File: src/rtl/dbdma_ram.sv
// Generic single-write, single-read synchronous RAM with registered read data.
// Used for the data memory and the channel register bank. No dependencies.
`timescale 1ns / 1ps

module dbdma_ram #(
  parameter int unsigned WIDTH = 16,
  parameter int unsigned DEPTH = 256
) (
  input  logic                     clk_i,
  input  logic                     we_i,
  input  logic [$clog2(DEPTH)-1:0] waddr_i,
  input  logic [WIDTH-1:0]         wdata_i,
  input  logic                     re_i,
  input  logic [$clog2(DEPTH)-1:0] raddr_i,
  output logic [WIDTH-1:0]         rdata_o
);

  logic [WIDTH-1:0] mem_q [DEPTH];
  logic [WIDTH-1:0] rdata_q;

  always_ff @(posedge clk_i) begin
    if (we_i) begin
      mem_q[waddr_i] <= wdata_i;
    end
    if (re_i) begin
      rdata_q <= mem_q[raddr_i];
    end
  end

  assign rdata_o = rdata_q;

endmodule

File: config.mk
export PLATFORM = sky130hd
export DESIGN_NAME = dbdma_ram
export DESIGN_NICKNAME = d
export VERILOG_FILES = /design/src/rtl/dbdma_ram.sv
export SDC_FILE = /design/constraint.sdc
export NUM_CORES = 2
export LEC_CHECK = 0
export CAP_MARGIN = 20
export CORE_AREA = 5 5 521 523
export DETAILED_ROUTE_END_ITERATION = 10
export DIE_AREA = 0 0 526 528
export DONT_BUFFER_PORTS = 1
export HOLD_SLACK_MARGIN = 0.02
export MAX_ROUTING_LAYER = met4
export PLACE_DENSITY = 0.76
export SYNTH_ARGS = -nofsm -noshare
export SYNTH_HDL_FRONTEND = slang
export SYNTH_SLANG_ARGS = --single-unit
File: constraint.sdc
create_clock -name clk_i -period 2.7 [get_ports clk_i]
set_input_delay 0.135 -clock clk_i [delete_from_list [all_inputs] [get_ports clk_i]]
set_output_delay 0.135 -clock clk_i [all_outputs]
set_load 0.005 [all_outputs]
; Word level (Yosys, flattened, before mapping)
; Memories as Yosys holds them, arrays and structs flattened. A register that Yosys moved wholly into a read port is not among the register bits.
; Index checks and enable logic that the tools add are counted.
[totals]
output_inout_bits = 16
ram_bits = 4096
register_bits = 0
inputBits = 35
memories = 1
word_cells = 3
[op_classes]
muxes = 2
[mem_list]
columns = memory, depth, word_bits, read_ports, rd_ports_with_merged_regs, write_ports, line
row1 = mem_q, 256, 16, 1, 1, 1, 18  ; logic [WIDTH-1:0] mem_q [DEPTH];
[op_table]
columns = cell, n
row1 = $mux W1, 2

; Longest topological paths before layout
[depth]
depth_word = 2
mapped_depth = 12

; Worst setup path after synthesis
; OpenSTA, ideal clock, no wires.
[synth_path]
path_type = input-to-reg
from = in raddr_i[0]
to = reg rdata_q[4], in the netlist rdata_o[4], read port of mem_q, data pin
slack_ns = 0.316
arrival_ns = 2.119
n_path_buf = 3
path_stages = 8
cell_sequence = buf_6 -> buf_6 -> buf_2 -> mux4_2 -> mux4_2 -> a22o_1 -> o32ai_2 -> nor4_2
[synth_rtl]
columns = item, line
row1 = "start, declared", 14  ; input logic [$clog2(DEPTH)-1:0] raddr_i,
row2 = "end, declared", 19  ; logic [WIDTH-1:0] rdata_q;

==> impl_metrics.ini <==
[outcome]
status = complete, but fails checks
violations = hold timing, slew limit, setup timing

[layout]
final_common_cell = edfxtp_1
nFillCells = 15650
area.sequential_um2 = 123500
finalNetCount = 8075
drive_above_1_share_pct = 26.47
multiInputGateArea_um2 = 32950
layout_common_cells = edfxtp_1, mux4_2, buf_4, mux2i_1, clkbuf_16
layout.cells.non_filler = 11930
syn_to_final_growth_pct = 13.37

[logic_synthesis]
synth_seq_cells = 4112
ys_warn_count = 0
async_flop_share_pct = 0
ys.flop_type = edfxtp_1
syn_inst = 7360
yosysTopAreaCell = edfxtp_1
synth.distinct_cells = 51
synth_nets = 7395
synth_edf_count = 4112
synth_top_area_share_pct = 77.72
ys_seq_area_share_pct = 77.72
netlist_area_um2 = 158900
synth.avg_cell_area_um2 = 21.59
synth.area.top_cells = edfxtp_1, mux4_2, mux2i_1

[worst_setup_path]
cp-start-kind = primary input
crit_path_end_kind = register
path_max_fanout = 737
crit_arrival_ps = 4250
critPathKind = in -> reg
cp.required_ps = 3430

[place]
port-buffer-count = 0
placed_cells = 11150
gp_congestion = 0.9174
hpwl_mm = 220.1

[routing]
ant_nets = 0
drc_errors = 0
num_vias = 82910
wl_met2_mm = 198.2
highest_layer = met4
initialDrtViolationCount = 15570
wl_met3_mm = 58.69
drt-total-wl_mm = 423.2
dr.pass1.iters = 8
viasPerCell = 6.949
wirelength_met1_mm = 142.9
wl_per_cell_um = 35.47

[sta]
relSlewSlack_pct = -59.98
fin_skew_ps = 62.27
setup_violations = 16
worst_slack_ps = -824.5
fin_crit_sh_pct = 130.5
worstMarginPinSlew_ps = 2400
period_minus_slack_ps = 3525
hold-worst-slack_ps = -682.0
rsz0062_at_grt = true
drv_slew = 228
timing.fmax_mhz = 283.7
hold_violations = 3206

[cts]
cts_tree = yes
insertion_delay_ps = 950
clk_path_buf_depth = 4
cts.sinks = 4112
clk_pin_slew_worst_paths_ps = 60
root_buffer = clkbuf_16
numCtsBuffers = 398
htree_levels = 5

[global_routing]
antenna_found_initial = 26
grt_pass1_vias = 81790
grt_max_degree = 738
grtUsageTotal_pct = 31.23
overflow = 0
grt_pass1_wl_mm = 602.2

[job]
drv_cap = 0

[power_and_ir_drop]
ir_drop_mv = 0.8772
leakage_nw = 57.90
power.total_mw = 130.5
p_per_area_nw_per_um2 = 724.5

[die]
io_pins = 51
dieArea_um2 = 277700
num_rows = 190
die_w_um = 526
die_y_um = 528
core_um2 = 266500
start_util_pct = 59.62

[hold_path]
min_path_type = in -> reg
-- worst max-delay path, stage by stage --
cell and delay (ps):
or2_4 970, buf_12 200, buf_12 150, buf_4 160
o22ai_1 200, a2111oi_0 110, buf_4 190, a21oi_1 420
nand3_1 320, nor4_1 320
-- power by group --
group | leakage [nW] | internal (mW) | total [mW] | switching, mW
sequential | 37.0 | 70.4 | 70.6 | 0.142
clock | 6.16 | 30.9 | 54.5 | 23.6
combinational | 14.8 | 2.50 | 5.41 | 2.91
-- worst paths after layout --
check	start	end	slack, ps	cells after the start
hold reg to reg	mem_q[200][15]	rdata_o[15]	1170	6
setup / recovery	raddr_i[1]	rdata_o[11]	-820	10
setup reg to reg	mem_q[23][1]	rdata_o[1]	-10	6
hold / removal	wdata_i[1]	mem_q[228][1]	-680	0
-- cell usage after synthesis, drive strengths merged, types with 11 or more instances --
cell type	count
mux4	797
nor4	18
a22o	32
o31ai	16
nand3	35
a22oi	43
and3	11
nor2	304
mux2i	565
edfxtp	4112
a21oi	175
a221oi	28
clkbuf	230
o32ai	21
buf	222
nand2	38
mux2	88
o221ai	253
a211oi	18
o21ai	38
nor3	92
o22ai	148
nand4	26
-- per-stage QoR --
stage,setup slack (ps),TNS [ps],hold WS (ps),area [um^2],utilization (%)
after detailed placement,-2562,-38090,249.0,166500,62.48
after global routing,1.644,0,-702.7,180100,67.58
final,-824.5,-11670,-682.0,180100,67.58
after global placement,-2469,-36700,252.1,166500,62.48
after CTS,15.67,0,-695.9,179800,67.48
after floorplan,316.1,0,233.9,158900,-
-- final cells by class --
cell class	count	area share, %
Antenna cell	23	0.03196
Clock buffer	475	5.761
Clock inverter	242	1.257
Inverter	4	0.01528
Multi-Input combinational cell	2792	18.29
Sequential cell	4112	68.56
Tap cell	3552	2.468
Timing Repair Buffer	732	3.615
-- routing by layer --
layer / up-vias / track usage, %
li1: 32680 / -
met1: 42580 / 41.42
met2: 6572 / 46.46
met3: 1087 / 8.113
met4: 0 / 13.96
met5: - / -
-- logic make-up after synthesis --
logic type / Yosys count / synth area share, %
flip-flops: 4112 / 77.72
multiplexers: 1450 / 15.48
AO/OA/AOI/OAI: 786 / 3.534
AND/OR/NAND/NOR: 556 / 1.573
buffers and inverters: 456 / 1.692
-- registers in the layout, summed over array words and instances, names as in the netlist --
signal	flops
rdata_o	16
mem_q	4096
-- what timing repair did --
item / in CTS / in global routing
resized for setup: 11 / 27
pin swaps: 0 / 1
endpoints found under the hold margin: 5644 / 4102
hold buffers: 21 / 2
setup buffers: 0 / 2
gates cloned: 13 / 4
setup endpoints to repair: 16 / 29
No activity file was read; power rests on OpenSTA's default activity.
